==> config.mk <==
export PLATFORM = sky130hd
export DESIGN_NAME = irc_line_tokenizer_top_flat
export DESIGN_NICKNAME = d
export VERILOG_FILES = /design/src/sv/irc_tok_pkg.sv /design/src/sv/irc_tok_if.sv /design/src/sv/irc_line_tokenizer_top.sv /design/src/flat_wrapper.sv
export SDC_FILE = /design/constraint.sdc
export NUM_CORES = 2
export LEC_CHECK = 0
export BUFFER_PORTS_ARGS = -buffer_cell sky130_fd_sc_hd__buf_2
export CAP_MARGIN = 15
export CORE_MARGIN = 4
export CORE_UTILIZATION = 40
export DETAILED_ROUTE_END_ITERATION = 8
export SYNTH_ARGS = -nofsm -noshare
export SYNTH_HDL_FRONTEND = slang
export SYNTH_MEMORY_MAX_BITS = 65536
export SYNTH_SLANG_ARGS = --single-unit
export TNS_END_PERCENT = 5
==> constraint.sdc <==
create_clock -name clk_i -period 18.5 [get_ports clk_i]
set_input_delay 5.55 -clock clk_i [delete_from_list [all_inputs] [get_ports clk_i]]
set_output_delay 5.55 -clock clk_i [all_outputs]
set_load 0.01 [all_outputs]
==> src/sv/irc_tok_pkg.sv <==
// shared types and character codes of the irc line tokenizer
package irc_tok_pkg;

  localparam int unsigned POS_W = 9;
  localparam int unsigned IDX_W = 4;
  localparam int unsigned BYTE_W = 8;

  localparam logic [BYTE_W-1:0] CHAR_COLON = 8'h3A;
  localparam logic [BYTE_W-1:0] CHAR_SPACE = 8'h20;
  localparam logic [BYTE_W-1:0] CHAR_CR    = 8'h0D;
  localparam logic [BYTE_W-1:0] CHAR_LF    = 8'h0A;

  typedef enum logic {
    REQ_BYTE = 1'b0,
    REQ_READ = 1'b1
  } req_type_e;

  typedef enum logic [1:0] {
    RES_TOKEN    = 2'd0,
    RES_READ     = 2'd1,
    RES_OVERFLOW = 2'd2
  } res_kind_e;

  typedef enum logic [1:0] {
    TOK_ORIGIN  = 2'd0,
    TOK_COMMAND = 2'd1,
    TOK_ARG     = 2'd2,
    TOK_EMPTY   = 2'd3
  } token_kind_e;

endpackage

==> src/sv/irc_tok_if.sv <==
// request and result channel interfaces of the irc line tokenizer
interface irc_tok_req_if import irc_tok_pkg::*; ();
  logic              valid;
  logic              ready;
  req_type_e         req_type;
  logic [BYTE_W-1:0] byte_in;
  logic [POS_W-1:0]  read_addr;

  modport source (output valid, req_type, byte_in, read_addr, input ready);
  modport sink   (input valid, req_type, byte_in, read_addr, output ready);
endinterface

interface irc_tok_res_if import irc_tok_pkg::*; ();
  logic              valid;
  logic              ready;
  res_kind_e         res_kind;
  token_kind_e       token_kind;
  logic [IDX_W-1:0]  token_index;
  logic [POS_W-1:0]  token_start;
  logic [POS_W-1:0]  token_length;
  logic [BYTE_W-1:0] read_data;
  logic              last;

  modport source (output valid, res_kind, token_kind, token_index, token_start,
                  token_length, read_data, last, input ready);
  modport sink   (input valid, res_kind, token_kind, token_index, token_start,
                  token_length, read_data, last, output ready);
endinterface

==> src/sv/irc_line_tokenizer_top.sv <==
// irc line tokenizer: byte parser, line store, argument offset store, token report
//
//   channel  dir  handshake      payload
//   req_i    in   valid/ready    req_type, byte_in, read_addr
//   res_o    out  valid/ready    res_kind, token_kind, token_index, token_start,
//                                token_length, read_data, last
//
// a line byte is parsed and written to the line store at the edge that accepts it, so
// ready is back the next cycle unless a result still waits or an LF starts the report
// a read request passes the registered read port of the line store, then ST_RDWAIT
// at LF the report walk makes one arg offset store read per argument
// reset clears the parser and report control; both stores keep their contents and
// hold undefined data until written, so there is no clearing pass
// a stalled result register holds the block in place; new requests wait for it
module irc_line_tokenizer_top import irc_tok_pkg::*; #(
  parameter int unsigned LINE_BYTES = 512,
  parameter int unsigned ARG_SLOTS  = 16
) (
  input  logic               clk_i,
  input  logic               rst_ni,
  irc_tok_req_if.sink        req_i,
  irc_tok_res_if.source      res_o
);

  // widths derived from the store depths
  localparam int unsigned AW = $clog2(LINE_BYTES);
  localparam int unsigned SW = (ARG_SLOTS > 2) ? $clog2(ARG_SLOTS) : 1;
  localparam int unsigned NW = $clog2(ARG_SLOTS + 1);
  localparam int unsigned CW = (AW > POS_W) ? AW : POS_W;
  localparam int unsigned XW = (NW > IDX_W) ? NW : IDX_W;

  // parser states
  typedef enum logic [2:0] {
    PS_BOM, PS_ORG, PS_SPC0, PS_CMD, PS_SPC1, PS_ARG, PS_TAIL, PS_EOL
  } ps_e;

  // control sequencer states
  typedef enum logic [2:0] {
    ST_IDLE, ST_RDWAIT, ST_NEXT, ST_ADV, ST_LAST
  } st_e;

  typedef struct packed {
    logic              valid;
    res_kind_e         kind;
    token_kind_e       tkind;
    logic [IDX_W-1:0]  idx;
    logic [POS_W-1:0]  start;
    logic [POS_W-1:0]  len;
    logic [BYTE_W-1:0] data;
    logic              last;
  } res_t;

  function automatic logic [POS_W-1:0] pos9(logic [AW-1:0] v);
    logic [CW-1:0] w;
    w = CW'(v);
    return w[POS_W-1:0];
  endfunction

  function automatic logic [AW-1:0] addr_of(logic [POS_W-1:0] v);
    logic [CW-1:0] w;
    w = CW'(v);
    return w[AW-1:0];
  endfunction

  function automatic logic [IDX_W-1:0] idx4(logic [NW-1:0] v);
    logic [XW-1:0] w;
    w = XW'(v);
    return w[IDX_W-1:0];
  endfunction

  // control and line state
  st_e               st_q, st_d;
  ps_e               pst_q, pst_d;
  logic [AW-1:0]     fill_q, fill_d;
  logic              org_q, org_d;
  logic              cmd_q, cmd_d;
  logic [AW-1:0]     cmd_off_q, cmd_off_d;
  logic [NW-1:0]     argn_q, argn_d;
  logic              tail_q, tail_d;
  logic              rd_oob_q, rd_oob_d;

  // report walk
  logic              org_pend_q, org_pend_d;
  logic              cmd_pend_q, cmd_pend_d;
  logic [NW-1:0]     aptr_q, aptr_d;
  logic              have_cur_q, have_cur_d;
  token_kind_e       cur_kind_q, cur_kind_d;
  logic [IDX_W-1:0]  cur_idx_q, cur_idx_d;
  logic [AW-1:0]     cur_start_q, cur_start_d;
  token_kind_e       nxt_kind_q, nxt_kind_d;
  logic [IDX_W-1:0]  nxt_idx_q, nxt_idx_d;
  logic [AW-1:0]     nxt_start_q, nxt_start_d;
  logic              nxt_mem_q, nxt_mem_d;

  // result register
  res_t              res_q, res_d;

  // line store ports
  logic [BYTE_W-1:0] line_mem [LINE_BYTES];
  logic              lm_we, lm_re;
  logic [AW-1:0]     lm_waddr, lm_raddr;
  logic [BYTE_W-1:0] lm_wdata, lm_rdata_q;

  // argument offset store ports
  logic [AW-1:0]     arg_mem [ARG_SLOTS];
  logic              am_we, am_re;
  logic [SW-1:0]     am_waddr, am_raddr;
  logic [AW-1:0]     am_wdata, am_rdata_q;

  logic              out_free;
  logic              req_fire;

  // the result slot is free when empty or drained this cycle
  assign out_free = !res_q.valid || res_o.ready;
  assign req_i.ready = (st_q == ST_IDLE) && out_free;
  assign req_fire = req_i.valid && req_i.ready;

  assign res_o.valid        = res_q.valid;
  assign res_o.res_kind     = res_q.kind;
  assign res_o.token_kind   = res_q.tkind;
  assign res_o.token_index  = res_q.idx;
  assign res_o.token_start  = res_q.start;
  assign res_o.token_length = res_q.len;
  assign res_o.read_data    = res_q.data;
  assign res_o.last         = res_q.last;

  always_comb begin
    logic [BYTE_W-1:0] c;
    logic              app, app_close, clr, rpt, ovf, sarg, scmd, org_after;
    logic [AW-1:0]     nstart;

    c         = req_i.byte_in;
    app       = 1'b0;
    app_close = 1'b0;
    clr       = 1'b0;
    rpt       = 1'b0;
    ovf       = 1'b0;
    sarg      = 1'b0;
    scmd      = 1'b0;
    org_after = 1'b0;
    nstart    = nxt_mem_q ? am_rdata_q : nxt_start_q;

    st_d        = st_q;
    pst_d       = pst_q;
    fill_d      = fill_q;
    org_d       = org_q;
    cmd_d       = cmd_q;
    cmd_off_d   = cmd_off_q;
    argn_d      = argn_q;
    tail_d      = tail_q;
    rd_oob_d    = rd_oob_q;
    org_pend_d  = org_pend_q;
    cmd_pend_d  = cmd_pend_q;
    aptr_d      = aptr_q;
    have_cur_d  = have_cur_q;
    cur_kind_d  = cur_kind_q;
    cur_idx_d   = cur_idx_q;
    cur_start_d = cur_start_q;
    nxt_kind_d  = nxt_kind_q;
    nxt_idx_d   = nxt_idx_q;
    nxt_start_d = nxt_start_q;
    nxt_mem_d   = nxt_mem_q;

    res_d = res_q;
    if (res_o.ready) begin
      res_d.valid = 1'b0;
    end

    lm_we    = 1'b0;
    lm_waddr = fill_q;
    lm_wdata = c;
    lm_re    = 1'b0;
    lm_raddr = addr_of(req_i.read_addr);
    am_we    = 1'b0;
    am_waddr = argn_q[SW-1:0];
    am_wdata = fill_q;
    am_re    = 1'b0;
    am_raddr = aptr_q[SW-1:0];

    case (st_q)
      ST_IDLE: begin
        if (req_fire && req_i.req_type == REQ_READ) begin
          lm_re    = 1'b1;
          rd_oob_d = !({23'd0, req_i.read_addr} < 32'(LINE_BYTES));
          st_d     = ST_RDWAIT;
        end else if (req_fire) begin
          // byte parser
          case (pst_q)
            PS_BOM, PS_SPC0: begin
              if (c == CHAR_COLON && pst_q == PS_BOM) begin
                pst_d = PS_ORG;
                org_d = 1'b1;
              end else if (c == CHAR_SPACE) begin
                pst_d = pst_q;
              end else if (c == CHAR_CR) begin
                pst_d = PS_EOL;
              end else if (c == CHAR_LF) begin
                clr = 1'b1;
              end else begin
                pst_d = PS_CMD;
                scmd  = 1'b1;
                app   = 1'b1;
              end
            end
            PS_ORG: begin
              if (c == CHAR_SPACE) begin
                pst_d     = PS_SPC0;
                app       = 1'b1;
                app_close = 1'b1;
              end else if (c == CHAR_CR) begin
                pst_d     = PS_EOL;
                app       = 1'b1;
                app_close = 1'b1;
              end else if (c == CHAR_LF) begin
                clr = 1'b1;
              end else begin
                app = 1'b1;
              end
            end
            PS_CMD, PS_ARG: begin
              if (c == CHAR_SPACE) begin
                pst_d     = PS_SPC1;
                app       = 1'b1;
                app_close = 1'b1;
              end else if (c == CHAR_CR) begin
                pst_d     = PS_EOL;
                app       = 1'b1;
                app_close = 1'b1;
              end else if (c == CHAR_LF) begin
                rpt = 1'b1;
              end else begin
                app = 1'b1;
              end
            end
            PS_SPC1: begin
              if (c == CHAR_SPACE) begin
                pst_d = PS_SPC1;
              end else if (c == CHAR_CR) begin
                pst_d = PS_EOL;
              end else if (c == CHAR_LF) begin
                rpt = 1'b1;
              end else if (argn_q >= NW'(ARG_SLOTS)) begin
                ovf = 1'b1;
              end else begin
                sarg = 1'b1;
                if (c == CHAR_COLON) begin
                  pst_d = PS_TAIL;
                end else begin
                  pst_d = PS_ARG;
                  app   = 1'b1;
                end
              end
            end
            PS_TAIL: begin
              if (c == CHAR_CR) begin
                pst_d     = PS_EOL;
                app       = 1'b1;
                app_close = 1'b1;
              end else if (c == CHAR_LF) begin
                rpt = 1'b1;
              end else begin
                app = 1'b1;
              end
            end
            PS_EOL: begin
              if (c == CHAR_CR) begin
                pst_d = PS_EOL;
              end else if (c == CHAR_LF) begin
                rpt = 1'b1;
              end else begin
                clr       = 1'b1;
                org_after = (c == CHAR_COLON);
              end
            end
            default: begin
              clr = 1'b1;
            end
          endcase

          if (scmd) begin
            cmd_d     = 1'b1;
            cmd_off_d = fill_q;
          end
          if (sarg) begin
            am_we  = 1'b1;
            argn_d = argn_q + NW'(1);
            tail_d = 1'b0;
          end
          if (app) begin
            lm_we    = 1'b1;
            lm_wdata = app_close ? '0 : c;
            fill_d   = fill_q + AW'(1);
            tail_d   = app_close;
            // buffer full: drop the line without a result
            if (fill_q == AW'(LINE_BYTES - 2)) begin
              clr = 1'b1;
            end
          end
          if (rpt) begin
            if (argn_q >= NW'(ARG_SLOTS)) begin
              ovf = 1'b1;
            end else if (!org_q && !cmd_q && argn_q == '0) begin
              res_d = '{valid: 1'b1, kind: RES_TOKEN, tkind: TOK_EMPTY, idx: '0,
                        start: '0, len: '0, data: '0, last: 1'b1};
              clr   = 1'b1;
            end else begin
              org_pend_d = org_q;
              cmd_pend_d = cmd_q;
              aptr_d     = '0;
              have_cur_d = 1'b0;
              st_d       = ST_NEXT;
            end
          end
          if (ovf) begin
            res_d = '{valid: 1'b1, kind: RES_OVERFLOW, tkind: TOK_ORIGIN, idx: '0,
                      start: '0, len: '0, data: '0, last: 1'b1};
            clr   = 1'b1;
          end
        end
      end

      ST_RDWAIT: begin
        if (out_free) begin
          res_d = '{valid: 1'b1, kind: RES_READ, tkind: TOK_ORIGIN, idx: '0,
                    start: '0, len: '0, data: rd_oob_q ? '0 : lm_rdata_q, last: 1'b1};
          st_d  = ST_IDLE;
        end
      end

      // pick the next token: origin, command, then arguments from the offset store
      ST_NEXT: begin
        if (org_pend_q) begin
          org_pend_d  = 1'b0;
          nxt_kind_d  = TOK_ORIGIN;
          nxt_idx_d   = '0;
          nxt_start_d = '0;
          nxt_mem_d   = 1'b0;
          st_d        = ST_ADV;
        end else if (cmd_pend_q) begin
          cmd_pend_d  = 1'b0;
          nxt_kind_d  = TOK_COMMAND;
          nxt_idx_d   = '0;
          nxt_start_d = cmd_off_q;
          nxt_mem_d   = 1'b0;
          st_d        = ST_ADV;
        end else if (aptr_q < argn_q) begin
          am_re      = 1'b1;
          nxt_kind_d = TOK_ARG;
          nxt_idx_d  = idx4(aptr_q);
          nxt_mem_d  = 1'b1;
          aptr_d     = aptr_q + NW'(1);
          st_d       = ST_ADV;
        end else begin
          st_d = ST_LAST;
        end
      end

      // the next start closes the current token
      ST_ADV: begin
        if (!have_cur_q || out_free) begin
          if (have_cur_q) begin
            res_d = '{valid: 1'b1, kind: RES_TOKEN, tkind: cur_kind_q, idx: cur_idx_q,
                      start: pos9(cur_start_q),
                      len: pos9(nstart - cur_start_q - AW'(1)), data: '0, last: 1'b0};
          end
          have_cur_d  = 1'b1;
          cur_kind_d  = nxt_kind_q;
          cur_idx_d   = nxt_idx_q;
          cur_start_d = nstart;
          st_d        = ST_NEXT;
        end
      end

      ST_LAST: begin
        if (out_free) begin
          res_d = '{valid: 1'b1, kind: RES_TOKEN, tkind: cur_kind_q, idx: cur_idx_q,
                    start: pos9(cur_start_q),
                    len: pos9(fill_q - cur_start_q - AW'(tail_q)), data: '0, last: 1'b1};
          clr   = 1'b1;
          st_d  = ST_IDLE;
        end
      end

      default: begin
        st_d = ST_IDLE;
      end
    endcase

    // drop the line state, then start a new origin after CR where asked
    if (clr) begin
      pst_d     = PS_BOM;
      fill_d    = '0;
      org_d     = 1'b0;
      cmd_d     = 1'b0;
      cmd_off_d = '0;
      argn_d    = '0;
      tail_d    = 1'b0;
    end
    if (org_after) begin
      pst_d = PS_ORG;
      org_d = 1'b1;
    end
  end

  always_ff @(posedge clk_i or negedge rst_ni) begin
    if (!rst_ni) begin
      st_q        <= ST_IDLE;
      pst_q       <= PS_BOM;
      fill_q      <= '0;
      org_q       <= 1'b0;
      cmd_q       <= 1'b0;
      cmd_off_q   <= '0;
      argn_q      <= '0;
      tail_q      <= 1'b0;
      rd_oob_q    <= 1'b0;
      org_pend_q  <= 1'b0;
      cmd_pend_q  <= 1'b0;
      aptr_q      <= '0;
      have_cur_q  <= 1'b0;
      cur_kind_q  <= TOK_ORIGIN;
      cur_idx_q   <= '0;
      cur_start_q <= '0;
      nxt_kind_q  <= TOK_ORIGIN;
      nxt_idx_q   <= '0;
      nxt_start_q <= '0;
      nxt_mem_q   <= 1'b0;
      res_q       <= '{valid: 1'b0, kind: RES_TOKEN, tkind: TOK_ORIGIN, idx: '0,
                       start: '0, len: '0, data: '0, last: 1'b0};
    end else begin
      st_q        <= st_d;
      pst_q       <= pst_d;
      fill_q      <= fill_d;
      org_q       <= org_d;
      cmd_q       <= cmd_d;
      cmd_off_q   <= cmd_off_d;
      argn_q      <= argn_d;
      tail_q      <= tail_d;
      rd_oob_q    <= rd_oob_d;
      org_pend_q  <= org_pend_d;
      cmd_pend_q  <= cmd_pend_d;
      aptr_q      <= aptr_d;
      have_cur_q  <= have_cur_d;
      cur_kind_q  <= cur_kind_d;
      cur_idx_q   <= cur_idx_d;
      cur_start_q <= cur_start_d;
      nxt_kind_q  <= nxt_kind_d;
      nxt_idx_q   <= nxt_idx_d;
      nxt_start_q <= nxt_start_d;
      nxt_mem_q   <= nxt_mem_d;
      res_q       <= res_d;
    end
  end

  // line store, one write and one registered read port
  always_ff @(posedge clk_i) begin
    if (lm_we) begin
      line_mem[lm_waddr] <= lm_wdata;
    end
    if (lm_re) begin
      lm_rdata_q <= line_mem[lm_raddr];
    end
  end

  // argument offset store
  always_ff @(posedge clk_i) begin
    if (am_we) begin
      arg_mem[am_waddr] <= am_wdata;
    end
    if (am_re) begin
      am_rdata_q <= arg_mem[am_raddr];
    end
  end

  // the full-buffer drop keeps the fill count below the last position
  assert property (@(posedge clk_i) disable iff (!rst_ni)
    fill_q != AW'(LINE_BYTES - 1))
    else $error("fill count reached the last buffer position");

  // argument count never passes the slot count
  assert property (@(posedge clk_i) disable iff (!rst_ni)
    argn_q <= NW'(ARG_SLOTS))
    else $error("argument count beyond slot count");

  // an accepted read request is followed in the next cycle by ST_RDWAIT for the line store
  assert property (@(posedge clk_i) disable iff (!rst_ni)
    (req_fire && req_i.req_type == REQ_READ) |=> (st_q == ST_RDWAIT))
    else $error("read request did not wait for store data");

  // the report walk never runs past the stored arguments
  assert property (@(posedge clk_i) disable iff (!rst_ni)
    (st_q == ST_NEXT || st_q == ST_ADV || st_q == ST_LAST) |-> (aptr_q <= argn_q))
    else $error("report walk beyond argument count");

endmodule
==> src/flat_wrapper.sv <==
// flat-port wrapper written by rule: the top's interface ports become plain ports
module irc_line_tokenizer_top_flat import irc_tok_pkg::*;
#(
  parameter int unsigned LINE_BYTES = 512,
  parameter int unsigned ARG_SLOTS  = 16
)
  (clk_i, rst_ni, req_i_valid, req_i_req_type, req_i_byte_in, req_i_read_addr, req_i_ready, res_o_valid, res_o_res_kind, res_o_token_kind, res_o_token_index, res_o_token_start, res_o_token_length, res_o_read_data, res_o_last, res_o_ready);
  irc_tok_req_if req_i_i ();
  irc_tok_res_if res_o_i ();
  input  logic clk_i;
  input  logic rst_ni;
  input wire logic [$bits(req_i_i.valid)-1:0] req_i_valid;
  input wire logic [$bits(req_i_i.req_type)-1:0] req_i_req_type;
  input wire logic [$bits(req_i_i.byte_in)-1:0] req_i_byte_in;
  input wire logic [$bits(req_i_i.read_addr)-1:0] req_i_read_addr;
  output wire logic [$bits(req_i_i.ready)-1:0] req_i_ready;
  output wire logic [$bits(res_o_i.valid)-1:0] res_o_valid;
  output wire logic [$bits(res_o_i.res_kind)-1:0] res_o_res_kind;
  output wire logic [$bits(res_o_i.token_kind)-1:0] res_o_token_kind;
  output wire logic [$bits(res_o_i.token_index)-1:0] res_o_token_index;
  output wire logic [$bits(res_o_i.token_start)-1:0] res_o_token_start;
  output wire logic [$bits(res_o_i.token_length)-1:0] res_o_token_length;
  output wire logic [$bits(res_o_i.read_data)-1:0] res_o_read_data;
  output wire logic [$bits(res_o_i.last)-1:0] res_o_last;
  input wire logic [$bits(res_o_i.ready)-1:0] res_o_ready;
  assign req_i_i.valid = req_i_valid;
  assign req_i_i.req_type = req_i_req_type;
  assign req_i_i.byte_in = req_i_byte_in;
  assign req_i_i.read_addr = req_i_read_addr;
  assign req_i_ready = req_i_i.ready;
  assign res_o_valid = res_o_i.valid;
  assign res_o_res_kind = res_o_i.res_kind;
  assign res_o_token_kind = res_o_i.token_kind;
  assign res_o_token_index = res_o_i.token_index;
  assign res_o_token_start = res_o_i.token_start;
  assign res_o_token_length = res_o_i.token_length;
  assign res_o_read_data = res_o_i.read_data;
  assign res_o_last = res_o_i.last;
  assign res_o_i.ready = res_o_ready;
  irc_line_tokenizer_top #(.LINE_BYTES(LINE_BYTES), .ARG_SLOTS(ARG_SLOTS)) u_core (.clk_i(clk_i), .rst_ni(rst_ni), .req_i(req_i_i), .res_o(res_o_i));
endmodule
==> results.md <==
* Outcome: finished, final reports clean
* Max Root-Sink Buffers at 4
* # clock sinks at 4363
* Async set or reset register ratio after synthesis at 2.43%
* Final period utilization at 65.4%
* WP data required at 12.95 ns
* DIE AREA at 0.437 mm2
* Post-DR wirelength/cell at 34.3 um
* Clk_lat worst skew at 0.99 ns
* Buf/Inv on CP at 2
* Fin crit period at 12.10 ns
* Cell family with most CP delay: simple AND/OR/NAND/NOR gates
* Commonest cells post-synth: edfxtp_1, mux4_2, nor2_1, mux2i_1, nand2_1
* Hold Crit Start: u_core.res_o.res_kind[0]
* CTS tree: done
* DR vias/cell at 6.06
* Max-cap violations at 0
* Predominant post-synthesis flop cell: edfxtp_1
* Clk pin slew, worst setup/hold paths at 0.06 ns
* Area share of the largest cell type after synthesis at 74.9%
* Post-Syn Area at 0.171 mm2
* Nets at 8380
* Crit path depth at 4
* Area grow syn2layout at 12.2%
* RSZ-0062 raised after global routing: no
* R2R setup slack at 13.19 ns
* Yosys warning count at 0
* Placed cell areas at 0.177 mm2
* Total GRT Usage at 22.2%
* Max Slew Vio Count at 0
* Setup violators final at 0
* Synth top area cells: edfxtp_1, mux4_2, dfrtp_1
* Die width at 661 um
* Syn Nets at 8166
* Worst hold stages at 1
* CP Class: input port to primary output
* Critical path, cell by cell: buf_2, nor2b_1, nor2_1, buf_2
* Crit path largest cell delay at 0.50 ns
* Root Buffer: clkbuf_16
* Most common cell in the netlist: edfxtp_1
* Design Area, Final at 0.191 mm2
* Critical Path Start Type: input port
* Crit-path most repeated cell: buf_2
* Core area at 0.424 mm2
* Crit path DAT at 6.55 ns
* Total grt overflow at 0
* Maximum VDD drop at 0.0000944 V
* Setup bufs post-CTS at 0
* Hold-fix buffers at CTS at 0
* DRC at 0
* Mapped Cells at 8106
* Seq/Total Area, Yosys at 76.5%
* PwrDens at 115 mW/mm2
* Critical path launch point: res_o_ready
* Reg2reg path depth at 8
* Static leakage at 59.1 nW
* DRT iter0 DRCs at 12200
* Fin. Hold Viols at 0
* Critical path's slowest cell: nor2b_1
* EDFF count, synth at 4257
* First-pass GRT wire length at 685 mm
* Initial antenna violation count at 43
* Crit-path max FO at 8
* Dpl hpwl at 298 mm
* Die Y at 661 um
* Number of global-route vias before repair at 85900
* Vias at 87100
* Distinct cells, synth at 94
* Cts repair resizes at 0
* Total CTS buffers at 438
* Max-Slew Margin vs Limit at 15.3%
* Antenna violation net count after detailed routing at 0
* PortBufs at 58
* TNS Setup at 0 ns
* Synth area leader: edfxtp_1
* Num rows at 239
* Final WL at 493 mm
* Drt first pass iters at 6
* GP Congestion at 0.849
* Crit end category: primary output
* Mapped Avg Cell Area at 21.1 um2
* Max frequency at 82.7 MHz
* Initial Util at 40.2%
* Worst-Margin Slew at 1.27 ns
* Min-Delay Path Class: flop to flop
* H-tree levels at 5
* Hold Path Sink: u_core.res_o.res_kind[0]
* Critical R2R Launch: u_core.st_q[1]
* Worst Skew at 0.0575 ns
* Yosys reg bits at 4363
* Reg2Reg Capture Point: u_core.line_mem[16][5]
* Largest net degree at the start of global routing at 193
* Num ports at 59
* Share of cells above drive strength 1 at 23.5%
==> stage by stage <==
| stage | utilization [%] | worst slack (ns) | hold slack [ns] | cells | total power, mW |
|---|---|---|---|---|---|
| 2_1_floorplan | - | 3.52 | 0.443 | 8106 | 12.5 |
| 3_3_place_gp | 41.8 | 6.40 | 0.478 | 13500 | 13.4 |
| 3_5_place_dp | 41.8 | 6.39 | 0.478 | 13500 | 13.5 |
| 4_1_cts | 45.1 | 6.39 | 0.488 | 14300 | 22.1 |
| 5_1_grt | 45.1 | 6.30 | 0.516 | 14400 | 22.6 |
| 6_report | 45.1 | 6.40 | 0.487 | 14400 | 22.0 |
==> sequential cells by signal (all words and copies together), names as in the netlist, 4 cells and up <==
register / cells
u_core.res_o.read_data: 8
u_core.cur_idx_q: 4
u_core.cmd_off_q: 9
u_core.nxt_idx_q: 4
u_core.am_wdata: 9
u_core.nxt_start_q: 9
u_core.line_mem: 4096
u_core.argn_q: 5
u_core.cur_start_q: 9
u_core.lm_rdata_q: 8
u_core.res_o.token_index: 4
u_core.am_rdata_q: 9
u_core.aptr_q: 5
u_core.arg_mem: 144
u_core.res_o.token_length: 9
u_core.res_o.token_start: 9
==> where the power goes <==
group,leakage (nW),switching [mW],internal [mW]
registers,39.6,0.142,11.0
clock network,6.81,3.76,4.94
logic,12.7,1.47,0.659
==> cell usage in the layout (no fill, tap or decap), types with 30 or more instances in the layout <==
cell and instances:
a21oi_1 92, clkinv_1 97, mux2_2 46, a211oi_1 33
nor2b_1 30, o22ai_1 134, o21ai_0 79, clkinv_2 84
nor2_1 610, nor3_1 64, nand2_1 173, dfrtp_1 105
buf_2 50, mux4_2 1022, a22oi_1 108, mux2i_1 190
nor4_1 30, nand3_1 85, a22o_1 53, bufinv_16 39
mux4_1 35, edfxtp_1 4257, ha_1 35, clkbuf_1 100
o211ai_1 35, buf_4 192, inv_1 42, clkbuf_16 442
==> layout make-up <==
cell class / instances / area (um2)
fill: 35300 / 233000
sequential: 4363 / 130000
multi-input combinational: 3202 / 37400
clock buffer: 543 / 11400
tap: 5663 / 7090
clock inverter: 260 / 2510
timing repair buffer: 269 / 2190
inverter: 46 / 174
antenna: 26 / 65.1
==> how the worst max path moves through the flow <==
stage,end,slack [ns]
5_1_grt,req_i_ready,6.30
3_5_place_dp,req_i_ready,6.39
4_1_cts,req_i_ready,6.39
3_3_place_gp,req_i_ready,6.40
6_report,req_i_ready,6.40
2_1_floorplan,u_core.line_mem[0][1],3.52
==> routing by layer <==
metal  up-vias  wire length [um]  track usage [%]
met5         -               141                0
met4        20             19800             8.09
met3       870             51700             5.32
met2      5030            231000             34.6
met1     46900            190000             30.4
li1      34300                 -                -
==> worst reg2reg max path, cell delays in order, from the launching register on <==
cell	delay, ns
dfrtp_1	0.54
or3_1	0.55
nor3b_2	0.48
nand2_2	0.22
a21oi_4	0.15
buf_4	0.39
buf_4	0.74
nand3_2	0.88
nor2_1	0.98
==> cell families after synthesis <==
logic type / synth area share [%]
flops: 76.5
mux: 15.4
simple gates: 2.96
compound gates: 2.85
buf+inv: 1.83
fa+ha+maj: 0.292
xor+xnor: 0.144
No activity file was read; power rests on OpenSTA's default activity.
